$ cat config.mk
export PLATFORM = sky130hd
export DESIGN_NAME = cau_div_init
export DESIGN_NICKNAME = d
export VERILOG_FILES = /design/src/hw/rtl/cau_pkg.sv /design/src/hw/rtl/cau_div_init.sv
export SDC_FILE = /design/constraint.sdc
export NUM_CORES = 1
export LEC_CHECK = 0
export ABC_AREA = 1
export BUFFER_PORTS_ARGS = -buffer_cell sky130_fd_sc_hd__clkbuf_2
export CAP_MARGIN = 20
export CORE_AREA = 3 3 292 294
export DETAILED_ROUTE_END_ITERATION = 6
export DIE_AREA = 0 0 295 297
export GPL_ROUTABILITY_DRIVEN = 0
export PLACE_DENSITY_LB_ADDON = 0.1
export SLEW_MARGIN = 20
export SYNTH_ARGS = -nofsm -noshare
export SYNTH_HDL_FRONTEND = slang
export SYNTH_SLANG_ARGS = --single-unit
export TNS_END_PERCENT = 20
$ cat constraint.sdc
create_clock -name vclk -period 1
set_clock_uncertainty 0.05 [all_clocks]
set_input_delay 0.05 -clock vclk [all_inputs]
set_output_delay 0.05 -clock vclk [all_outputs]
set_load 0.02 [all_outputs]
$ cat src/hw/rtl/cau_pkg.sv
package cau_pkg;

   localparam int WORD_BITS = 32;
   localparam int FRAC_BITS = 16;
   localparam int PROD_BITS = 2 * WORD_BITS;
   localparam int SUM_BITS  = 2 * WORD_BITS + 1;
   localparam int NUM_BITS  = 2 * WORD_BITS + FRAC_BITS;
   localparam int DEN_BITS  = 2 * WORD_BITS;
   // multiply, sum, prepare, divide setup, one stage per quotient bit, output
   localparam int STAGES    = WORD_BITS + 5;

   typedef enum logic [2:0] {
      KIND_ADD  = 3'd0,
      KIND_SUB  = 3'd1,
      KIND_MUL  = 3'd2,
      KIND_DIV  = 3'd3,
      KIND_CONJ = 3'd4,
      KIND_NEG  = 3'd5
   } kind_type;

   typedef struct packed {
      kind_type                     kind;
      logic signed [WORD_BITS-1:0]  a_re;
      logic signed [WORD_BITS-1:0]  a_im;
      logic signed [WORD_BITS-1:0]  b_re;
      logic signed [WORD_BITS-1:0]  b_im;
   } op_type;

   typedef struct packed {
      kind_type                     kind;
      logic                         dz;
      logic signed [WORD_BITS:0]    s_re;
      logic signed [WORD_BITS:0]    s_im;
      logic signed [PROD_BITS-1:0]  p_rr;
      logic signed [PROD_BITS-1:0]  p_ii;
      logic signed [PROD_BITS-1:0]  p_ri;
      logic signed [PROD_BITS-1:0]  p_ir;
      logic signed [PROD_BITS-1:0]  p_bb;
      logic signed [PROD_BITS-1:0]  p_cc;
   } mul_st_type;

   typedef struct packed {
      kind_type                     kind;
      logic                         dz;
      logic signed [WORD_BITS:0]    s_re;
      logic signed [WORD_BITS:0]    s_im;
      logic signed [SUM_BITS-1:0]   m_re;
      logic signed [SUM_BITS-1:0]   m_im;
      logic signed [SUM_BITS-1:0]   n_re;
      logic signed [SUM_BITS-1:0]   n_im;
      logic        [DEN_BITS-1:0]   den;
   } sum_st_type;

   typedef struct packed {
      kind_type                     kind;
      logic                         dz;
      logic signed [SUM_BITS-1:0]   v_re;
      logic signed [SUM_BITS-1:0]   v_im;
      logic                         neg_re;
      logic                         neg_im;
      logic        [NUM_BITS-1:0]   mag_re;
      logic        [NUM_BITS-1:0]   mag_im;
      logic        [DEN_BITS-1:0]   den;
   } prep_st_type;

   typedef struct packed {
      kind_type                     kind;
      logic                         dz;
      logic signed [SUM_BITS-1:0]   v_re;
      logic signed [SUM_BITS-1:0]   v_im;
      logic                         neg_re;
      logic                         neg_im;
      logic                         ov_re;
      logic                         ov_im;
      logic        [DEN_BITS-1:0]   hi_re;
      logic        [DEN_BITS-1:0]   hi_im;
      logic        [WORD_BITS-1:0]  lo_re;
      logic        [WORD_BITS-1:0]  lo_im;
      logic        [DEN_BITS-1:0]   den;
   } div_st_type;

   typedef struct packed {
      logic signed [WORD_BITS-1:0]  res_re;
      logic signed [WORD_BITS-1:0]  res_im;
      logic                         overflow;
      logic                         div_zero;
   } res_type;

endpackage

$ cat src/hw/rtl/cau_div_init.sv
module cau_div_init (
   input  cau_pkg::prep_st_type  st_i,
   output cau_pkg::div_st_type   st_o
);

   localparam int W  = cau_pkg::WORD_BITS;
   localparam int DW = cau_pkg::DEN_BITS;
   localparam int LW = cau_pkg::DEN_BITS + cau_pkg::WORD_BITS;

   logic [LW-1:0] lim;

   always_comb begin
      // quotient of 2^W or more cannot fit: flag it so the result saturates
      lim         = {st_i.den, {W{1'b0}}};
      st_o.kind   = st_i.kind;
      st_o.dz     = st_i.dz;
      st_o.v_re   = st_i.v_re;
      st_o.v_im   = st_i.v_im;
      st_o.neg_re = st_i.neg_re;
      st_o.neg_im = st_i.neg_im;
      st_o.ov_re  = LW'(st_i.mag_re) >= lim;
      st_o.ov_im  = LW'(st_i.mag_im) >= lim;
      st_o.hi_re  = DW'(st_i.mag_re >> W);
      st_o.hi_im  = DW'(st_i.mag_im >> W);
      st_o.lo_re  = st_i.mag_re[W-1:0];
      st_o.lo_im  = st_i.mag_im[W-1:0];
      st_o.den    = st_i.den;
   end

endmodule

# Word-level counts from Yosys, hierarchy flattened
# Cells that the tools add are included.
totals:
  wordCells: 2
  output_inout_bits: 394
  reg_bits: 0
  input_bits: 360
classes:
  order_cmp: 2
ops:
  columns: ["op", "n"]
  rows:
  - ["80-bit by 96-bit greater-or-equal comparator with 1-bit output", 2]

# Longest topological paths before layout
depth:
  ltp_word: 1
  depth_mapped: 15
  depth_no_buf: 15

# Worst setup path before layout
# OpenSTA, ideal clock, no wires.
synth_path:
  path_kind: "input -> output"
  startpoint: "input st_i[47] (netlist bit)"
  endpoint: "output st_o[257] (netlist bit)"
  slack_ns: -0.274
  required_ns: 0.900
  n_path_buf: 0
  cell_stages: 11
  arrival_time_ns: 1.174
  cell_sequence: "inv_1 -> ha_1 -> nand2_1 -> nor2_1 -> and2_1 -> nand3_1 -> nor2_1 -> nand3_1 -> nand2_1 -> inv_1 -> nand2_1"
synth_lines:
  columns: ["item", "line_no", "rtl"]
  rows:
  - ["from (decl)", "cau_div_init.sv:2", "input cau_pkg::prep_st_type st_i,"]
  - ["to (decl)", "cau_div_init.sv:3", "output cau_pkg::div_st_type st_o"]

==> run metrics <==
status complete, but fails checks; violated checks negative setup slack; largest net degree at the start of global routing 4; Cells after Synth 843; critical setup path kind in -> out; Clk network pwr share 0%; GRT overflow 0; Tmin final 1640 ps; starting density of the core 6.780%; Via Count 5277; layout cells sized above 1 68.27%; final hold violation count 0; leading cell type in the layout, fill and taps excluded clkbuf_2; Max Cap Violations 0; Flop pwr share 0%; YS warnings 0; area occupied by registers 0 um2; P_leak 4.196 nW; Layout Nets 1495; I/O pin total 754; DIE HEIGHT 297 um; Syn Std Cell Area 5638 um2; # clk buffers 0; sequential fraction of the synthesis area 0%; final setup fails 2; Row Count 106; DP Cell Count 2111; Hold EP st_o[261]; area of the multi-input gates 3441 um2; switching share of power 58.44%; crit path from st_i[41]; CP Data Required Time 900 ps; global-route wire length before repair 38470 um; Worst setup SP type primary input; vias in the first global route 5452; Hold/Removal Path Class in -> out; Final Worst Setup Slack -639.9 ps; Pre-antenna DRT Iters 4; most frequent cells in the layout clkbuf_2 (426), buf_4 (108), nand2_1 (86); Hold Crit Depth 0; Peak VDD IR 145.0 uV; Cell Area, Placed 7303 um2; Period Utilization, post-route 164.0%; drc violations 0; RSZ-0062 raised after global routing yes; Comb power frac 100.0%; pwr dens 456.3 nW/um2; post-DP HPWL 27860 um; wire per inst 13.69 um; Routed Wire Length 28980 um; critical path endpoint category output pin; crit path max fanout 2; P&R area growth vs syn 47.45%; ANT nets after route 0; post-route insts no fill 2117; number of diodes 0; Min-Delay Startpoint st_i[227]; full die area 87620 um2; Finished Cell Area 8313 um2; Initial DRC Count 110; Die Span X 295 um; Yosys cell types 16; PortBufs 450; via/cell ratio 2.493; Pins Over Slew Limit 0; initial antenna violation count 0; fillers 9740; Worst EP arrival 1540 ps; Max Clk Rate 609.8 MHz; internal power 1.576 mW; seq_cells 0; Mapped Avg Cell Area 6.688 um2; total power 3.793 mW; all-layer global routing usage 6.017%; CORE AREA 83160 um2; Psw 2.217 mW
==> through the flow <==
step	util (%)	setup TNS, ps	setup slack, ps	hold WS (ps)
2_1_floorplan	-	-280.7	-140.3	162.6
3_3_place_gp	8.782	-2421	-1247	50.14
3_5_place_dp	8.782	-2427	-1275	50.14
4_1_cts	9.187	-1591	-800.3	50.14
5_1_grt	9.997	-1515	-765.3	50.03
6_report	9.997	-1250	-639.9	50.01
==> how the worst max path moves through the flow <==
| stage | end | slack [ps] | depth (start not counted) |
|---|---|---|---|
| finish | st_o[256] | -640 | 14 |
| global route | st_o[256] | -770 | 13 |
| CTS | st_o[257] | -800 | 14 |
| detailed placement | st_o[257] | -1270 | 14 |
| global placement | st_o[257] | -1250 | 14 |
| floorplan | st_o[256] | -140 | 11 |
==> final cells by class <==
| type | instances | area share [%] |
|---|---|---|
| repair buffers | 555 | 38.14 |
| multi-input cells | 408 | 41.39 |
| well taps | 1080 | 16.26 |
| inverters | 74 | 4.214 |
==> logic make-up (layout without fill, tap and decap cells) <==
logic type / after synthesis / after routing / share of synthesized area [%]
other: 1 / 32 / 0.06651
AOI/OAI and AO/OA: 64 / 64 / 6.125
buffers and inverters: 466 / 629 / 57.12
adders and majority gates: 96 / 96 / 21.30
and+or+nand+nor: 216 / 216 / 15.38
==> cells in the mapped netlist (all sizes together) <==
master	number	area [um2]
or2	1	6.260
a21o	4	30.03
ha	96	1201
conb	1	3.750
nand3b	2	15.01
nor2	75	281.5
nor3	1	10.01
nand2	115	431.7
inv	74	277.8
nand3	12	60.06
buf	392	2943
nand4	8	50.05
and2	2	12.51
o21a	6	45.04
o21ai	10	50.05
a21oi	44	220.2
==> layer usage <==
layer | track usage [%] | vias up | wire (um)
met4 | 0.6535 | 0 | 366
met1 | 6.724 | 2271 | 11070
met5 | 0 | - | 0
met2 | 11.40 | 318 | 14910
met3 | 1.837 | 32 | 2625
li1 | - | 2656 | -
==> worst max-delay path, stage by stage <==
cell and delay (ps):
clkbuf_8 110, inv_4 40, ha_4 260, nand2_2 70, nor2_4 120, and2_4 180, nand3_2 70, buf_6 130
nor2_4 110, nand3_2 70, nand2_1 60, inv_1 40, nand2_2 80, buf_8 130
==> power by group through the flow <==
stage	Sequential, mW	Combinational, mW	Clock, mW
after floorplan	0	3.08	0
after global placement	0	3.44	0
after detailed placement	0	3.41	0
after CTS	0	3.59	0
after global routing	0	4.24	0
final	0	3.79	0
==> timing repair <==
action,in CTS,in global routing
resized for setup,73,149
pin swaps,31,62
hold buffers,0,0
setup buffers,3,4
endpoints found under the setup margin,2,2
Note: power is estimated with default switching activity, not from simulation.
