File: src/hw/rtl/cau_pkg.sv
package cau_pkg;

   localparam int WORD_BITS = 32;
   localparam int FRAC_BITS = 16;
   localparam int PROD_BITS = 2 * WORD_BITS;
   localparam int SUM_BITS  = 2 * WORD_BITS + 1;
   localparam int NUM_BITS  = 2 * WORD_BITS + FRAC_BITS;
   localparam int DEN_BITS  = 2 * WORD_BITS;
   // multiply, sum, prepare, divide setup, one stage per quotient bit, output
   localparam int STAGES    = WORD_BITS + 5;

   typedef enum logic [2:0] {
      KIND_ADD  = 3'd0,
      KIND_SUB  = 3'd1,
      KIND_MUL  = 3'd2,
      KIND_DIV  = 3'd3,
      KIND_CONJ = 3'd4,
      KIND_NEG  = 3'd5
   } kind_type;

   typedef struct packed {
      kind_type                     kind;
      logic signed [WORD_BITS-1:0]  a_re;
      logic signed [WORD_BITS-1:0]  a_im;
      logic signed [WORD_BITS-1:0]  b_re;
      logic signed [WORD_BITS-1:0]  b_im;
   } op_type;

   typedef struct packed {
      kind_type                     kind;
      logic                         dz;
      logic signed [WORD_BITS:0]    s_re;
      logic signed [WORD_BITS:0]    s_im;
      logic signed [PROD_BITS-1:0]  p_rr;
      logic signed [PROD_BITS-1:0]  p_ii;
      logic signed [PROD_BITS-1:0]  p_ri;
      logic signed [PROD_BITS-1:0]  p_ir;
      logic signed [PROD_BITS-1:0]  p_bb;
      logic signed [PROD_BITS-1:0]  p_cc;
   } mul_st_type;

   typedef struct packed {
      kind_type                     kind;
      logic                         dz;
      logic signed [WORD_BITS:0]    s_re;
      logic signed [WORD_BITS:0]    s_im;
      logic signed [SUM_BITS-1:0]   m_re;
      logic signed [SUM_BITS-1:0]   m_im;
      logic signed [SUM_BITS-1:0]   n_re;
      logic signed [SUM_BITS-1:0]   n_im;
      logic        [DEN_BITS-1:0]   den;
   } sum_st_type;

   typedef struct packed {
      kind_type                     kind;
      logic                         dz;
      logic signed [SUM_BITS-1:0]   v_re;
      logic signed [SUM_BITS-1:0]   v_im;
      logic                         neg_re;
      logic                         neg_im;
      logic        [NUM_BITS-1:0]   mag_re;
      logic        [NUM_BITS-1:0]   mag_im;
      logic        [DEN_BITS-1:0]   den;
   } prep_st_type;

   typedef struct packed {
      kind_type                     kind;
      logic                         dz;
      logic signed [SUM_BITS-1:0]   v_re;
      logic signed [SUM_BITS-1:0]   v_im;
      logic                         neg_re;
      logic                         neg_im;
      logic                         ov_re;
      logic                         ov_im;
      logic        [DEN_BITS-1:0]   hi_re;
      logic        [DEN_BITS-1:0]   hi_im;
      logic        [WORD_BITS-1:0]  lo_re;
      logic        [WORD_BITS-1:0]  lo_im;
      logic        [DEN_BITS-1:0]   den;
   } div_st_type;

   typedef struct packed {
      logic signed [WORD_BITS-1:0]  res_re;
      logic signed [WORD_BITS-1:0]  res_im;
      logic                         overflow;
      logic                         div_zero;
   } res_type;

endpackage

File: src/hw/rtl/cau_prep.sv
module cau_prep (
   input  cau_pkg::sum_st_type   st_i,
   output cau_pkg::prep_st_type  st_o
);

   localparam int SW = cau_pkg::SUM_BITS;
   localparam int NW = cau_pkg::NUM_BITS;

   logic [SW-1:0] mm_re, mm_im, sh_re, sh_im, na_re, na_im;

   always_comb begin
      // product sums shifted down, rounded toward zero
      mm_re = st_i.m_re[SW-1] ? -st_i.m_re : st_i.m_re;
      mm_im = st_i.m_im[SW-1] ? -st_i.m_im : st_i.m_im;
      sh_re = mm_re >> cau_pkg::FRAC_BITS;
      sh_im = mm_im >> cau_pkg::FRAC_BITS;
      na_re = st_i.n_re[SW-1] ? -st_i.n_re : st_i.n_re;
      na_im = st_i.n_im[SW-1] ? -st_i.n_im : st_i.n_im;

      st_o.kind = st_i.kind;
      st_o.dz   = st_i.dz;
      case (st_i.kind)
         cau_pkg::KIND_MUL: begin
            st_o.v_re = st_i.m_re[SW-1] ? -sh_re : sh_re;
            st_o.v_im = st_i.m_im[SW-1] ? -sh_im : sh_im;
         end
         default: begin
            st_o.v_re = SW'(st_i.s_re);
            st_o.v_im = SW'(st_i.s_im);
         end
      endcase
      st_o.neg_re = st_i.n_re[SW-1];
      st_o.neg_im = st_i.n_im[SW-1];
      st_o.mag_re = NW'(na_re) << cau_pkg::FRAC_BITS;
      st_o.mag_im = NW'(na_im) << cau_pkg::FRAC_BITS;
      st_o.den    = st_i.den;
   end

endmodule

File: config.mk
export PLATFORM = sky130hd
export DESIGN_NAME = cau_prep
export DESIGN_NICKNAME = d
export VERILOG_FILES = /design/src/hw/rtl/cau_pkg.sv /design/src/hw/rtl/cau_prep.sv
export SDC_FILE = /design/constraint.sdc
export NUM_CORES = 1
export LEC_CHECK = 0
export ABC_CLOCK_PERIOD_IN_PS = 14500
export BUFFER_PORTS_ARGS = -buffer_cell sky130_fd_sc_hd__buf_4
export CORE_AREA = 2 2 296 298
export DETAILED_ROUTE_END_ITERATION = 6
export DIE_AREA = 0 0 298 300
export PLACE_DENSITY = 0.33
export SETUP_SLACK_MARGIN = 0.05
export SYNTH_ARGS = -nofsm -noshare
export SYNTH_HDL_FRONTEND = slang
export SYNTH_SLANG_ARGS = --single-unit
File: constraint.sdc
create_clock -name vclk -period 14.5
set_input_delay 2.9 -clock vclk [all_inputs]
set_output_delay 2.9 -clock vclk [all_outputs]
set_load 0.1 [all_outputs]
=== After elaboration in Yosys (flattened, before gate mapping) ===
Index checks and enable logic that the tools add are counted.

* Input port bits: 394
* Output and inout port bits: 360
* Word-level logic and storage cells: 14
* Flip-flop bits (word level): 0

* Eq/ne operators: 1
* Multiplexer cells: 7
* $add $sub $neg: 6

{| class="wikitable"
|+ Operators with widths
! kind !! count
|-
| 65-bit 2-to-1 mux || 4
|-
| 130-bit 2-to-1 mux || 1
|-
| 49-bit negation with 65-bit output || 2
|-
| 65-bit negation || 2
|-
| 64-bit 2-to-1 mux || 2
|-
| 64-bit negation || 2
|-
| 3-bit by 2-bit equality test with 1-bit output (second input constant) || 1
|}

=== Depth between registers and ports, before layout ===
* Depth in word-level cells: 5
* Depth in mapped cells: 18
* Mapped depth without buffers: 15

=== Worst setup path before layout ===
No wires, ideal clock.

* Kind: input -> output
* From: input st_i[323] (netlist name)
* To: output st_o[337] (netlist name)
* Data arrival time: 9.527 ns
* Setup slack: 2.073 ns
* Buffers on the path: 5
* Stages on the path: 18
* Data required time: 11.600 ns
* Path through: clkbuf_1 > clkbuf_1 > clkbuf_1 > clkbuf_1 > buf_1 > o21ai_0 > xor2_1 > ha_1 > nand2_1 > nor3_1 > a31oi_1 > a222oi_1 > nand4_1 > nor4_1 > nand4_1 > mux2i_1 > a31o_2 > a221oi_1

{| class="wikitable"
|+ RTL lines
! what !! line !! RTL
|-
| start, declared || cau_prep.sv:2 || <nowiki>input cau_pkg::sum_st_type st_i,</nowiki>
|-
| end, declared || cau_prep.sv:3 || <nowiki>output cau_pkg::prep_st_type st_o</nowiki>
|}

==> flow_summary.yaml <==
timing:
  timing.setup.tns_ns: 0
  slew_violations: 0
  finalWorstPathRequiredPeriod_ns: 11.50
  final_setup_viols: 0
  rsz0062_at_grt: "no"
  fin_crit_sh_pct: 79.3
  timing.max_slew.rel_slack_pct: 20.4
  worst_slew_pin_slew_ns: 1.18
  max_freq_ghz: 0.0870
  timing.hold.ws_ns: 5.80
  hold_viol: 0
routing:
  drt_pre_antenna_iters: 7
  drc: 0
  drt_first_iter_violations: 620
  ant_nets: 0
  route.vias.total: 12600
  viasPerCell: 4.08
  avgRoutedWirePerCell_um: 17.4
  final_routed_wirelength_across_all_metal_layers_um: 53500
critical_path:
  timing.critical_path.required_ns: 11.60
  endpoint_arrival_time_on_the_critical_path_ns: 8.60
  cp-end-kind: "output pin"
  startpoint_type: "input port"
  critPathMaxFanout: 20
  critPathKind: "input port to output pin"
  critical_path_startpoint: "st_i[265]"
synthesis:
  synth.cells.most_frequent: "213 x nand2_1, 190 x xnor2_1, 179 x o21ai_0"
  synthDistinctLibCells: 79
  synth.area.top_cells: "xnor2_1 18%, o21ai_0 9.6%, nand2_1 8.6%"
  yosys.cell_count.top_type: "nand2_1"
  synth.top_cell.area_share_pct: 17.9
  synth_sequential_area_ratio_pct: 0
  netlist.top_cell.by_area: "xnor2_1"
  synth_warnings: 0
  synth_area_per_inst_um2: 6.27
  synthCells: 1486
  synth_area_um2: 9310
hold_path:
  hold_crit_path_type: "input port to output pin"
  hold_path_depth: 0
  worst_hold_startpoint: "st_i[19]"
  whs_endpoint: "st_o[19]"
clock_network:
  cts-hold-fix-buffers: 0
  cts-resized-gates: 0
  postCtsSetupBuffers: 0
die:
  die_w_um: 298
  fp.dieArea_um2: 89400
  core.rowCount: 108
  core_area_um2: 86200
  io-pin-count: 754
  floorplan.initialDensity_pct: 10.8
  die_h_um: 300
grt:
  grt_pass1_wl_um: 78600
  antenna_found_initial: 6
  grt_pass1_vias: 12500
  grt_max_degree: 81
  grt_util_all_layers_pct: 11.0
  globalRouteOverflowTotal: 0
outcome:
  run_status: "completed"
pwr:
  power_density_nw_per_um2: 65.7
  max_rail_drop_vdd_mv: 0.0364
  power.leakage_nw: 5.46
cells_and_area:
  syn2layout_area_growth_pct: 53.4
  layout.nets: 2329
  register_area_um2: 0
  clock_tree_buffer_count_of_the_final_layout: 0
  numSequentialCells: 0
  post_route_cells_drive_above_1_share_pct: 33.4
place:
  half_perimeter_wire_length_after_placement_um: 46200
  place.port_buffers: 592
  gpl.final_weighted_congestion: 0.855
flow_run:
  max-cap-violations: 0
power breakdown:
part           switching (mW)   internal, mW  leakage (nW)     total [mW]
Sequential                  0              0             0              0
Combinational           0.723          0.216          5.46          0.938
Clock                       0  0.00000000923    0.00000634  0.00000000924
layer usage:
| layer | global-route usage (%) | routed length (µm) | vias to the layer above |
|---|---|---|---|
| met1 | 12.5 | 20900 | 5972 |
| li1 | - | - | 6171 |
| met2 | 21.5 | 28700 | 400 |
| met3 | 2.38 | 3450 | 41 |
| met4 | 0.802 | 420 | 10 |
| met5 | 0 | 79 | - |
placed cells by master (no fill, tap or decap), types with 4 or more instances in the layout:
master and count:
a21boi_0 5, a21o_1 4, a21oi_1 27, a31oi_1 14
a41oi_1 7, and2_1 6, and3_1 9, and4_1 14
buf_4 601, conb_1 32, ha_1 4, inv_1 15
mux2_2 4, mux2i_1 15, nand2_1 213, nand2b_1 29
nand3_1 55, nand4_1 32, nand4b_1 5, nor2_1 70
nor3_1 54, nor3b_1 4, nor4_1 45, o211ai_1 5
o21ai_0 179, o31ai_1 49, o41ai_1 34, or2_2 15
or3_1 29, or4_1 22, xnor2_1 190, xor2_1 73
cell type report:
class / count / area [µm²]
Multi-Input combinational cell: 1312 / 8260
Timing Repair Buffer: 601 / 4510
Tap cell: 1155 / 1450
Fill cell: 10100 / 71900
Antenna cell: 1 / 2.50
Inverter: 16 / 60.1
worst max-delay path by stage:
stage | to | slack (ns) | cells past startpoint
6_report | st_o[347] | 3.00 | 17
5_1_grt | st_o[351] | 2.41 | 17
4_1_cts | st_o[351] | 2.90 | 17
2_1_floorplan | st_o[337] | 2.07 | 18
3_5_place_dp | st_o[351] | 2.94 | 17
3_3_place_gp | st_o[337] | 3.05 | 18
worst max-delay path, cell delays in order:
cell and delay, ns:
buf_4 0.11, nor4_1 0.34, nand4_1 0.78, o21ai_0 0.49, xor2_1 0.19, ha_1 0.31, nand2_1 0.10, nor3_1 0.14
a31oi_1 0.10, a222oi_1 0.75, nand4_1 0.42, nor4_1 0.39, buf_4 0.21, nand4_1 0.27, o311ai_2 0.69, nand2_1 0.12
buf_4 0.27
stage by stage:
stage	total power, mW	setup slack, ns	utilization (%)	instance area [µm²]	std cells
floorplan	0.777	2.07	-	9430	1517
global placement	0.944	3.05	16.6	14300	3084
detailed placement	0.944	2.94	16.6	14300	3084
CTS	0.946	2.90	16.6	14300	3084
global route	0.976	2.41	16.6	14300	3084
finish	0.938	3.00	16.6	14300	3085
cell families after synthesis:
| family | Yosys count | synth area share [%] |
|---|---|---|
| AND/OR/NAND/NOR | 631 | 35.2 |
| AO/OA/AOI/OAI | 363 | 24.8 |
| XOR/XNOR | 263 | 24.7 |
| buffers and inverters | 205 | 12.6 |
| multiplexers | 19 | 2.10 |
| adder cells (fa/ha/maj) | 4 | 0.538 |
| other | 1 | 0.0403 |
Note: power is estimated with default switching activity, not from simulation.
