==> src/hw/rtl/cau_pkg.sv <==
package cau_pkg;

   localparam int WORD_BITS = 32;
   localparam int FRAC_BITS = 16;
   localparam int PROD_BITS = 2 * WORD_BITS;
   localparam int SUM_BITS  = 2 * WORD_BITS + 1;
   localparam int NUM_BITS  = 2 * WORD_BITS + FRAC_BITS;
   localparam int DEN_BITS  = 2 * WORD_BITS;
   // multiply, sum, prepare, divide setup, one stage per quotient bit, output
   localparam int STAGES    = WORD_BITS + 5;

   typedef enum logic [2:0] {
      KIND_ADD  = 3'd0,
      KIND_SUB  = 3'd1,
      KIND_MUL  = 3'd2,
      KIND_DIV  = 3'd3,
      KIND_CONJ = 3'd4,
      KIND_NEG  = 3'd5
   } kind_type;

   typedef struct packed {
      kind_type                     kind;
      logic signed [WORD_BITS-1:0]  a_re;
      logic signed [WORD_BITS-1:0]  a_im;
      logic signed [WORD_BITS-1:0]  b_re;
      logic signed [WORD_BITS-1:0]  b_im;
   } op_type;

   typedef struct packed {
      kind_type                     kind;
      logic                         dz;
      logic signed [WORD_BITS:0]    s_re;
      logic signed [WORD_BITS:0]    s_im;
      logic signed [PROD_BITS-1:0]  p_rr;
      logic signed [PROD_BITS-1:0]  p_ii;
      logic signed [PROD_BITS-1:0]  p_ri;
      logic signed [PROD_BITS-1:0]  p_ir;
      logic signed [PROD_BITS-1:0]  p_bb;
      logic signed [PROD_BITS-1:0]  p_cc;
   } mul_st_type;

   typedef struct packed {
      kind_type                     kind;
      logic                         dz;
      logic signed [WORD_BITS:0]    s_re;
      logic signed [WORD_BITS:0]    s_im;
      logic signed [SUM_BITS-1:0]   m_re;
      logic signed [SUM_BITS-1:0]   m_im;
      logic signed [SUM_BITS-1:0]   n_re;
      logic signed [SUM_BITS-1:0]   n_im;
      logic        [DEN_BITS-1:0]   den;
   } sum_st_type;

   typedef struct packed {
      kind_type                     kind;
      logic                         dz;
      logic signed [SUM_BITS-1:0]   v_re;
      logic signed [SUM_BITS-1:0]   v_im;
      logic                         neg_re;
      logic                         neg_im;
      logic        [NUM_BITS-1:0]   mag_re;
      logic        [NUM_BITS-1:0]   mag_im;
      logic        [DEN_BITS-1:0]   den;
   } prep_st_type;

   typedef struct packed {
      kind_type                     kind;
      logic                         dz;
      logic signed [SUM_BITS-1:0]   v_re;
      logic signed [SUM_BITS-1:0]   v_im;
      logic                         neg_re;
      logic                         neg_im;
      logic                         ov_re;
      logic                         ov_im;
      logic        [DEN_BITS-1:0]   hi_re;
      logic        [DEN_BITS-1:0]   hi_im;
      logic        [WORD_BITS-1:0]  lo_re;
      logic        [WORD_BITS-1:0]  lo_im;
      logic        [DEN_BITS-1:0]   den;
   } div_st_type;

   typedef struct packed {
      logic signed [WORD_BITS-1:0]  res_re;
      logic signed [WORD_BITS-1:0]  res_im;
      logic                         overflow;
      logic                         div_zero;
   } res_type;

endpackage

==> src/hw/rtl/cau_sum.sv <==
module cau_sum (
   input  cau_pkg::mul_st_type  st_i,
   output cau_pkg::sum_st_type  st_o
);

   localparam int SW = cau_pkg::SUM_BITS;
   localparam int DW = cau_pkg::DEN_BITS;

   always_comb begin
      st_o.kind = st_i.kind;
      st_o.dz   = st_i.dz;
      st_o.s_re = st_i.s_re;
      st_o.s_im = st_i.s_im;
      st_o.m_re = SW'(st_i.p_rr) - SW'(st_i.p_ii);
      st_o.m_im = SW'(st_i.p_ri) + SW'(st_i.p_ir);
      st_o.n_re = SW'(st_i.p_rr) + SW'(st_i.p_ii);
      st_o.n_im = SW'(st_i.p_ir) - SW'(st_i.p_ri);
      // squares are never negative
      st_o.den  = DW'($unsigned(st_i.p_bb)) + DW'($unsigned(st_i.p_cc));
   end

endmodule

==> config.mk <==
export PLATFORM = sky130hd
export DESIGN_NAME = cau_sum
export DESIGN_NICKNAME = d
export VERILOG_FILES = /design/src/hw/rtl/cau_pkg.sv /design/src/hw/rtl/cau_sum.sv
export SDC_FILE = /design/constraint.sdc
export NUM_CORES = 1
export LEC_CHECK = 0
export BUFFER_PORTS_ARGS = -buffer_cell sky130_fd_sc_hd__buf_4
export CORE_AREA = 2 2 327 329
export DETAILED_ROUTE_END_ITERATION = 10
export DIE_AREA = 0 0 329 331
export GPL_TIMING_DRIVEN = 0
export PLACE_DENSITY = 0.44
export SLEW_MARGIN = 25
export SYNTH_ARGS = -nofsm -noshare
export SYNTH_HDL_FRONTEND = slang
export SYNTH_SLANG_ARGS = --single-unit
export TNS_END_PERCENT = 1
==> constraint.sdc <==
create_clock -name vclk -period 4.2
set_clock_uncertainty 0.2 [all_clocks]
set_input_delay 0.63 -clock vclk [all_inputs]
set_output_delay 0.63 -clock vclk [all_outputs]
set_load 0.02 [all_outputs]
Yosys cells after proc, flatten, opt, wreduce, memory -nomap -nowiden. Cells that the tools add are included.

Flip-flop bits (word level): 0. Output and inout port bits: 394. Logic and storage cells: 5.

$add $sub $neg: 5.

Operators by type and width (number): $add 64x64->65 (2); $sub 64x64->65 (2); $add 64x64->64 (1).

Depth between registers and ports, before layout.
Word-level depth: 1. Mapped depth: 14. Mapped depth without buffers: 14.

Least setup slack after synthesis. No wires, ideal clock.

Path type: input port to output port. Start: input port st_i[320] (netlist bit). End: output port st_o[317] (netlist bit). Stages on the path: 14. Data arrival time: 3.720 ns. Path buffers: 0. Path slack: -0.350 ns. Cell sequence: inv_1 -> ha_1 -> fa_1 -> and2b_1 -> o21a_2 -> a311oi_2 -> or4b_4 -> a2111oi_4 -> o31ai_2 -> o31ai_4 -> and3_1 -> a211oi_2 -> o21bai_2 -> xor2_1.

RTL lines: start: declaration (line cau_sum.sv:2) `input cau_pkg::mul_st_type st_i,`; end: declaration (line cau_sum.sv:3) `output cau_pkg::sum_st_type st_o`.

==> results_dict.tcl <==
set metrics [dict create \
    initial_core_util 0.189 \
    final-setup-viol-count 122 \
    worstPathCellList "buf_4 > inv_1 > ha_1 > clkbuf_2 > o21a_1 > o31a_1 > o31ai_4 > nor2b_1 > o211ai_1 > nand4_1 > o31ai_4 > a221oi_4 > o41ai_4 > a221oi_1 > xnor2_1 > buf_4" \
    antenna_left 0 \
    dp_hpwl_mm 103 \
    total_leakage_power_uw 0.0134 \
    setup.worst_path.end_class "output pin" \
    first_iter_violations 1551 \
    vias_per_cell 4.84 \
    grt_pass1_vias 25100 \
    io_pins 848 \
    violations "negative setup slack" \
    dr.pass1.iters 5 \
    num_rows 119 \
    finalNonFillerCells 5204 \
    synth-seq-area-share 0 \
    critical_path.startpoint "st_i[259]" \
    regArea_um2 0 \
    fin_nets 4580 \
    dieWidth_um 329 \
    grt_first_pass_wirelength_mm 164 \
    clkPwrFrac 0 \
    crit_slowest_cell "o41ai_4" \
    drc 0 \
    wl_mm 116 \
    crit_end "st_o[320]" \
    peakVddDrop_mv 0.121 \
    ys_warn_count 0 \
    detail_route.wl_per_cell_um 22.2 \
    maxCapViolCount 0 \
    die_h_um 331 \
    synth.cell_area_um2 19800 \
    synthDistinctLibCells 100 \
    rsz0062_at_grt "true" \
    p_sw_uw 4080 \
    grt_max_degree 11 \
    drive_above_1_share 0.312 \
    grt.total_usage 0.198 \
    seq_cells 0 \
    synth_nets 3799 \
    maxSlewViolCount 0 \
    critPathRequiredTime_ns 3.37 \
    worstPathMaxFanout 7 \
    fmax_mhz 202 \
    dp_cells 5190 \
    seqPwrFrac 0 \
    die-area_um2 109000 \
    relSlewSlack 0.374 \
    clock_buffers 0 \
    setup_ws_ns -0.758 \
    globalplace.congestion 0.939 \
    grt_antenna_before_repair 37 \
    combPwrFrac 1.000 \
    hold_path.class "input pin to output pin" \
    gr-total-overflow 0 \
    portBuffers 778 \
    crit_path_max_incr_delay_ns 0.40 \
    final-hold-violation-count 0 \
    coreArea_um2 105000 \
    swShare 0.616 \
    fin_crit_ns 4.96 \
    place_ws_ns -1.56 \
    nFillCells 11900 \
    worst_slew_pin_slew_ns 0.930 \
    crit_arrival_ns 4.13 \
    synth_cells 3021 \
    min_period_over_period 1.18 \
    area_delta_synth_final_pct 46.6 \
    p_int_uw 2540 \
    status "complete, but fails checks" \
    power_density_nw_per_um2 228 \
    avgSynthCellArea_um2 6.57 \
    critical_path_class "input pin to output pin" \
    vias 25200 \
    start_kind "input pin" \
]
-- power groups by stage --
stage                     clock network (µW)  registers [µW]  logic (µW)
after floorplan                            0               0        3550
after global placement                     0               0        6330
after detailed placement                   0               0        6300
after CTS                                  0               0        6590
after global routing                0.000258               0        7080
final                               0.000421               0        6620
-- routing by layer --
metal	up-vias	GRT usage	wire [µm]
li1	12300	-	-
met1	11900	0.226	44500
met2	833	0.364	58600
met3	130	0.0563	9820
met4	48	0.0427	2520
met5	-	0	285
-- layout by cell type (no fill, tap or decap), drive strengths merged, types with 9 or more instances in the layout --
cell / synthesis / routed
clkbuf: 84 / 86
a21o: 81 / 81
a21oi: 396 / 396
o2111ai: 9 / 9
nand4: 59 / 59
a221oi: 14 / 14
nor3: 58 / 58
o21a: 29 / 29
a31oi: 27 / 27
o21bai: 98 / 98
nand3: 47 / 47
o41ai: 10 / 10
and3: 17 / 17
diode: 0 / 13
nor4: 66 / 66
buf: 125 / 902
inv: 289 / 289
nor2b: 42 / 42
o21ai: 172 / 172
o31ai: 57 / 57
a41oi: 10 / 10
a21boi: 16 / 16
o211ai: 22 / 22
xnor2: 262 / 262
a211oi: 21 / 21
nor2: 274 / 274
and2: 15 / 15
a311oi: 9 / 9
a2111oi: 9 / 9
nand2b: 34 / 34
or2: 12 / 12
xor2: 43 / 43
nand2: 184 / 184
ha: 319 / 319
-- synthesized netlist by cell type (7+ instances only) --
cell	instances	area, µm²
o211ai_1	22	165
nor4_1	66	413
buf_1	16	60.1
and4_1	8	70.1
nor2_1	273	1020
nand2b_1	34	213
o2111ai_1	9	78.8
a21o_1	81	608
a21boi_0	10	75.1
nand3_1	47	235
a41oi_1	10	87.6
clkbuf_1	83	312
or2_2	9	56.3
a31oi_1	26	163
nor3_1	56	280
and3_1	17	106
or3_1	7	43.8
o21ai_1	12	60.1
xor2_1	43	377
o31ai_1	52	390
a221oi_1	11	96.3
ha_1	319	3990
o21bai_1	97	728
a211oi_1	19	143
buf_4	74	556
nand4_1	59	369
buf_2	35	175
o21a_1	28	210
nor2b_1	42	263
o21ai_0	159	796
o41ai_1	7	61.3
and2_1	15	93.8
or4_1	8	60.1
inv_1	286	1070
nand2_1	183	687
xnor2_1	262	2290
a21oi_1	394	1970
a31o_2	7	61.3
-- per-stage QoR --
stage | cell area, µm² | util | power, µW | hold slack, ns | TNS [ns]
after floorplan | 19900 | - | 3550 | 1.17 | -1.71
after global placement | 27500 | 0.262 | 6330 | 1.26 | -117.04
after detailed placement | 27500 | 0.262 | 6300 | 1.26 | -114.99
after CTS | 28800 | 0.274 | 6590 | 1.26 | -39.51
after global routing | 29100 | 0.277 | 7080 | 1.26 | -60.64
final | 29100 | 0.277 | 6620 | 1.26 | -38.47
-- worst min-delay path by stage --
stage	end	from	cells past startpoint	slack, ns
finish	st_o[358]	st_i[418]	2	1.26
global placement	st_o[373]	st_i[433]	2	1.26
detailed placement	st_o[338]	st_i[398]	2	1.26
CTS	st_o[358]	st_i[418]	2	1.26
floorplan	st_o[324]	st_i[384]	1	1.17
global route	st_o[379]	st_i[439]	2	1.26
-- layout make-up --
class / instances / area [µm²] / area share
tap: 1391 / 1740 / 0.0598
buffer: 208 / 1190 / 0.0409
timing repair buffer: 780 / 5870 / 0.202
multi-input combinational: 2517 / 19200 / 0.658
antenna: 13 / 32.5 / 0.00112
inverter: 295 / 1110 / 0.0382
-- worst max-delay path, delay by kind of cell --
kind / cells / cell delay, ns
xor+xnor: 1 / 0.26
simple gates: 2 / 0.43
fa+ha+maj: 1 / 0.26
compound gates: 8 / 2.01
buf+inv: 4 / 0.52
-- repair_timing --
| action | CTS | global route |
|---|---|---|
| hold buffers | 0 | 0 |
| setup buffers | 2 | 0 |
| cloned | 0 | 0 |
| pin swaps | 49 | 11 |
| gates resized for setup | 275 | 73 |
| endpoints found under the setup margin | 193 | 172 |
| endpoints found under the hold margin | 0 | 0 |
-- cells by family (layout without fill, tap and decap cells) --
family | Yosys count | after routing | synth area share
compound gates | 1037 | 1037 | 0.339
xor+xnor | 305 | 305 | 0.135
fa+ha+maj | 324 | 324 | 0.206
buf+inv | 504 | 1283 | 0.112
other cells | 0 | 13 | 0
simple gates | 851 | 851 | 0.209
Note: power is estimated with default switching activity, not from simulation.
