--- config.mk ---
export PLATFORM = sky130hd
export DESIGN_NAME = cau_sat
export DESIGN_NICKNAME = d
export VERILOG_FILES = /design/src/hw/rtl/cau_pkg.sv /design/src/hw/rtl/cau_sat.sv
export SDC_FILE = /design/constraint.sdc
export NUM_CORES = 1
export LEC_CHECK = 0
export ABC_AREA = 0
export BUFFER_PORTS_ARGS = -buffer_cell sky130_fd_sc_hd__buf_2
export CAP_MARGIN = 25
export CORE_AREA = 2 2 178 180
export DETAILED_ROUTE_END_ITERATION = 8
export DIE_AREA = 0 0 180 182
export GPL_ROUTABILITY_DRIVEN = 1
export PLACE_DENSITY = 0.37
export REMOVE_ABC_BUFFERS = 1
export SYNTH_ARGS = -nofsm -noshare
export SYNTH_HDL_FRONTEND = slang
export SYNTH_SLANG_ARGS = --single-unit
--- constraint.sdc ---
create_clock -name vclk -period 4.5
set_input_delay 0.45 -clock vclk [all_inputs]
set_output_delay 0.45 -clock vclk [all_outputs]
set_load 0.005 [all_outputs]
--- src/hw/rtl/cau_pkg.sv ---
package cau_pkg;

   localparam int WORD_BITS = 32;
   localparam int FRAC_BITS = 16;
   localparam int PROD_BITS = 2 * WORD_BITS;
   localparam int SUM_BITS  = 2 * WORD_BITS + 1;
   localparam int NUM_BITS  = 2 * WORD_BITS + FRAC_BITS;
   localparam int DEN_BITS  = 2 * WORD_BITS;
   // multiply, sum, prepare, divide setup, one stage per quotient bit, output
   localparam int STAGES    = WORD_BITS + 5;

   typedef enum logic [2:0] {
      KIND_ADD  = 3'd0,
      KIND_SUB  = 3'd1,
      KIND_MUL  = 3'd2,
      KIND_DIV  = 3'd3,
      KIND_CONJ = 3'd4,
      KIND_NEG  = 3'd5
   } kind_type;

   typedef struct packed {
      kind_type                     kind;
      logic signed [WORD_BITS-1:0]  a_re;
      logic signed [WORD_BITS-1:0]  a_im;
      logic signed [WORD_BITS-1:0]  b_re;
      logic signed [WORD_BITS-1:0]  b_im;
   } op_type;

   typedef struct packed {
      kind_type                     kind;
      logic                         dz;
      logic signed [WORD_BITS:0]    s_re;
      logic signed [WORD_BITS:0]    s_im;
      logic signed [PROD_BITS-1:0]  p_rr;
      logic signed [PROD_BITS-1:0]  p_ii;
      logic signed [PROD_BITS-1:0]  p_ri;
      logic signed [PROD_BITS-1:0]  p_ir;
      logic signed [PROD_BITS-1:0]  p_bb;
      logic signed [PROD_BITS-1:0]  p_cc;
   } mul_st_type;

   typedef struct packed {
      kind_type                     kind;
      logic                         dz;
      logic signed [WORD_BITS:0]    s_re;
      logic signed [WORD_BITS:0]    s_im;
      logic signed [SUM_BITS-1:0]   m_re;
      logic signed [SUM_BITS-1:0]   m_im;
      logic signed [SUM_BITS-1:0]   n_re;
      logic signed [SUM_BITS-1:0]   n_im;
      logic        [DEN_BITS-1:0]   den;
   } sum_st_type;

   typedef struct packed {
      kind_type                     kind;
      logic                         dz;
      logic signed [SUM_BITS-1:0]   v_re;
      logic signed [SUM_BITS-1:0]   v_im;
      logic                         neg_re;
      logic                         neg_im;
      logic        [NUM_BITS-1:0]   mag_re;
      logic        [NUM_BITS-1:0]   mag_im;
      logic        [DEN_BITS-1:0]   den;
   } prep_st_type;

   typedef struct packed {
      kind_type                     kind;
      logic                         dz;
      logic signed [SUM_BITS-1:0]   v_re;
      logic signed [SUM_BITS-1:0]   v_im;
      logic                         neg_re;
      logic                         neg_im;
      logic                         ov_re;
      logic                         ov_im;
      logic        [DEN_BITS-1:0]   hi_re;
      logic        [DEN_BITS-1:0]   hi_im;
      logic        [WORD_BITS-1:0]  lo_re;
      logic        [WORD_BITS-1:0]  lo_im;
      logic        [DEN_BITS-1:0]   den;
   } div_st_type;

   typedef struct packed {
      logic signed [WORD_BITS-1:0]  res_re;
      logic signed [WORD_BITS-1:0]  res_im;
      logic                         overflow;
      logic                         div_zero;
   } res_type;

endpackage

--- src/hw/rtl/cau_sat.sv ---
module cau_sat (
   input  cau_pkg::div_st_type  st_i,
   output cau_pkg::res_type     res_o
);

   localparam int W  = cau_pkg::WORD_BITS;
   localparam int SW = cau_pkg::SUM_BITS;

   localparam logic [W-1:0] MAX_POS = {1'b0, {(W-1){1'b1}}};
   localparam logic [W-1:0] MIN_NEG = {1'b1, {(W-1){1'b0}}};

   logic [W-1:0] re_v, im_v, re_q, im_q;
   logic         re_vo, im_vo, re_qo, im_qo;

   always_comb begin
      // wide value to word
      re_vo = (st_i.v_re[SW-1:W-1] != '0) && (st_i.v_re[SW-1:W-1] != '1);
      im_vo = (st_i.v_im[SW-1:W-1] != '0) && (st_i.v_im[SW-1:W-1] != '1);
      re_v  = re_vo ? (st_i.v_re[SW-1] ? MIN_NEG : MAX_POS) : st_i.v_re[W-1:0];
      im_v  = im_vo ? (st_i.v_im[SW-1] ? MIN_NEG : MAX_POS) : st_i.v_im[W-1:0];

      // signed quotient from magnitude; negative side reaches one further
      if (st_i.neg_re) begin
         re_qo = st_i.ov_re || (st_i.lo_re > MIN_NEG);
         re_q  = re_qo ? MIN_NEG : -st_i.lo_re;
      end else begin
         re_qo = st_i.ov_re || st_i.lo_re[W-1];
         re_q  = re_qo ? MAX_POS : st_i.lo_re;
      end
      if (st_i.neg_im) begin
         im_qo = st_i.ov_im || (st_i.lo_im > MIN_NEG);
         im_q  = im_qo ? MIN_NEG : -st_i.lo_im;
      end else begin
         im_qo = st_i.ov_im || st_i.lo_im[W-1];
         im_q  = im_qo ? MAX_POS : st_i.lo_im;
      end

      case (st_i.kind)
         cau_pkg::KIND_DIV: begin
            if (st_i.dz) begin
               res_o.res_re   = '0;
               res_o.res_im   = '0;
               res_o.overflow = 1'b0;
               res_o.div_zero = 1'b1;
            end else begin
               res_o.res_re   = re_q;
               res_o.res_im   = im_q;
               res_o.overflow = re_qo || im_qo;
               res_o.div_zero = 1'b0;
            end
         end
         default: begin
            res_o.res_re   = re_v;
            res_o.res_im   = im_v;
            res_o.overflow = re_vo || im_vo;
            res_o.div_zero = 1'b0;
         end
      endcase
   end

endmodule

======== Yosys cells after proc, flatten, opt, wreduce, memory -nomap -nowiden ========
Cells that the tools add are included.
word-level totals
  register bits after elaboration ......... 0
  word-level logic and storage cells ...... 31
cells by class
  add/subtract/negate cells ............... 2
  magnitude comparators ................... 2
  equality and inequality tests ........... 3
  multiplexer cells ....................... 14
  reduce and logical (&&, ||, !) cells .... 10
operators with widths
  cell                                                  number
  two-way mux 32 bit                                    10
  two-way mux 66 bit                                    2
  != test 34 bit (second input constant)                2
  nonzero test 34 bit                                   2
  > comparator 32 bit (second input constant)           2
  negator 32 bit                                        2
  logical OR 1 bit                                      6
  equality test 3 x 2 -> 1 bit (second input constant)  1
  logical AND 1 bit                                     2
  two-way mux 1 bit                                     2

======== Logic depth before layout (Yosys ltp) ========
  depth after elaboration ................. 6
  mapped depth ............................ 9
  depth with buffers taken out ............ 7

======== Worst setup path before layout ========
OpenSTA, ideal clock, no wires.
  kind .................................... input to output
  start ................................... input port st_i[110] in the netlist's numbering
  end ..................................... output port res_o[63] in the netlist's numbering
  data arrival time ....................... 2.528 ns
  slack ................................... 1.522 ns
  cell stages on the path ................. 7
  path buffers ............................ 2
  path through ............................ or4_1 -> clkbuf_1 -> or3_1 -> clkbuf_1 -> nor4_1 -> mux2_2 -> a221o_1
RTL lines
  what         line          RTL
  from (decl)  cau_sat.sv:2  input cau_pkg::div_st_type st_i,
  to (decl)    cau_sat.sv:3  output cau_pkg::res_type res_o

==> flow_metrics.py <==
metrics = {
    "outcome": {
        "status": "complete, no violations",
    },
    "clock_tree": {
        "cts-resized-gates": 0,
        "holdBufCountCts": 0,
        "post_cts_buffers": 0,
    },
    "timing": {
        "finalCriticalPeriod_ns": 3.48,
        "setup_violations": 0,
        "hold_viol": 0,
        "setup-tns-final_ns": 0,
        "drv_slew": 0,
        "tightest_slew_ns": 0.983,
        "setup_ws_ns": 1.02,
        "max_slew_margin": 0.339,
        "finalCritPeriodShare": 0.773,
        "rsz0062_at_grt": "false",
        "timing.fmax_mhz": 287,
    },
    "setup_path": {
        "worst_ep_arrival_time_ns": 3.03,
        "required_ns": 4.05,
        "cp-start-kind": "primary input",
        "critPathSlowestCell": "or3b_2",
        "crit_path_end_kind": "output pin",
        "crit_chain": "buf_2 > inv_1 > ha_1 > or3b_2 > or4_4 > nor3_4 > a31oi_2 > buf_4 > o311ai_1 > buf_2",
        "cp_common_cell": "buf_2",
        "critPathKind": "primary input to output pin",
        "crit_path_max_incr_delay_ns": 0.55,
        "path_max_fanout": 28,
    },
    "logic_synthesis": {
        "avgSynthCellArea_um2": 6.06,
        "yosys.area_share.xor_xnor": 0.00247,
        "yosysTopAreaCell": "o221ai_1",
        "yosysTopAreaCellShare": 0.111,
        "synth_area_um2": 3550,
        "synth-simple-area-share": 0.387,
        "ys_warn_count": 0,
        "synthCells": 586,
        "synthTopCellsByArea": "o221ai_1 (11%), nor4_1 (6.2%), inv_1 (5.7%), o211ai_1 (5.5%), nand4_1 (4.9%)",
        "synthDistinctLibCells": 63,
        "synth-compound-area-share": 0.486,
        "synth.area.mux_share": 0.00317,
        "ys_seq_area_frac": 0,
        "synth_top_family_by_area": "compound AO/OA/AOI/OAI gates",
        "synth_adder_area_share": 0.00704,
    },
    "detailed_routing": {
        "drc": 0,
        "routed_via_density": 4.83,
        "num_vias": 5926,
        "wl_per_cell_um": 18.1,
        "antenna_left": 0,
        "totalWireLength_um": 22300,
        "firstDrtPassIters": 5,
        "drt_iter0_markers": 384,
    },
    "min_path": {
        "hold_path_class": "primary input to output pin",
        "holdPathStages": 3,
    },
    "pwr": {
        "vdd_ir_drop_max_mv": 0.0318,
        "power.density_nw_per_um2": 72.2,
        "p_total_w": 0.000389,
        "leakage_nw": 2.22,
    },
    "grt": {
        "grt_pass1_wl_um": 33200,
        "antenna_found_initial": 4,
        "grt_usage": 0.127,
        "grt_start_max_net_pins": 38,
        "overflow": 0,
        "grt_pass1_vias": 5542,
    },
    "placed_design": {
        "dp_hpwl_um": 18400,
        "place_worst_setup_slack_ns": 1.02,
        "io_buffers": 268,
        "gp_congestion": 0.813,
    },
    "floorplan": {
        "initial_core_util": 0.115,
        "io_pins": 460,
        "core_area_um2": 31000,
        "row_count": 65,
        "dieArea_um2": 32800,
        "die_x_um": 180,
        "die_h_um": 182,
    },
    "final_layout": {
        "area_growth_pct": 51.6,
        "fin_nets": 1221,
        "seq_cell_count": 0,
        "drive_above_1_share": 0.382,
        "final_cell_mix": "buf_2 (268), inv_1 (54), o221ai_1 (45)",
        "final_common_cell": "buf_2",
        "clock_buffers": 0,
        "regArea_um2": 0,
    },
    "flow_run": {
        "max-cap-violations": 0,
    },
}
-- cell usage after synthesis (5+ instances only) --
master and count:
o211ai_1 26, inv_1 54, or3_1 17, a41oi_1 9
a311oi_1 6, nand4_1 28, o311ai_0 9, nor4_1 35
a21oi_1 31, o22ai_1 15, nor3b_1 5, nand3_1 11
clkbuf_1 44, a221o_1 7, a211oi_1 7, o221ai_1 45
or2_2 5, o21ai_0 23, a31oi_1 14, or4_1 8
and3_1 10, buf_1 5, nand2_1 40, nor2_1 39
nor3_1 23
-- where the power goes --
part | total (W) | internal [W] | switching (W)
registers | 0 | 0 | 0
logic | 0.000389 | 0.000169 | 0.000220
clock network | 0.0000000000892 | 0.0000000000892 | 0
-- final cells by class --
| type | count | area [um^2] |
|---|---|---|
| fillers | 3649 | 25600 |
| multi-input cells | 481 | 3180 |
| repair buffers | 288 | 1490 |
| well taps | 402 | 503 |
| inverters | 54 | 203 |
| diodes | 3 | 7.51 |
-- critical path: cells and delay by family --
kind	cells	cell delay (ns)
buffers and inverters	4	0.64
adders and majority gates	1	0.24
and+or+nand+nor	3	1.24
AOI/OAI and AO/OA	2	0.46
-- through the flow --
step | hold slack, ns | utilization | cell area (um^2) | cells
after floorplan | 1.01 | - | 3350 | 535
after global placement | 1.21 | 0.173 | 5370 | 1224
after detailed placement | 1.22 | 0.174 | 5380 | 1225
after CTS | 1.22 | 0.174 | 5380 | 1225
after global routing | 1.24 | 0.174 | 5380 | 1226
final | 1.21 | 0.174 | 5390 | 1228
-- metal layers --
layer	global-route usage	vias up	part of all wire
met2	0.204	291	0.44
li1	-	2893	-
met4	0.0127	2	0.011
met5	0	-	0.00031
met1	0.180	2726	0.47
met3	0.0245	14	0.083
-- path summary, 6_finish.rpt --
check                  from        end  slack, ns
setup / recovery   st_i[65]  res_o[25]       1.02
hold / removal    st_i[337]  res_o[46]       1.21
-- logic make-up (layout without fill, tap and decap cells) --
kind of cell / count (synthesis) / in the layout
AOI/OAI and AO/OA: 231 / 231
xor gates and xnor gates: 1 / 1
and+or+nand+nor: 246 / 246
buffers and inverters: 105 / 342
other: 0 / 3
adders and majority gates: 2 / 2
muxes: 1 / 1
(Power assumes the default switching activity.)
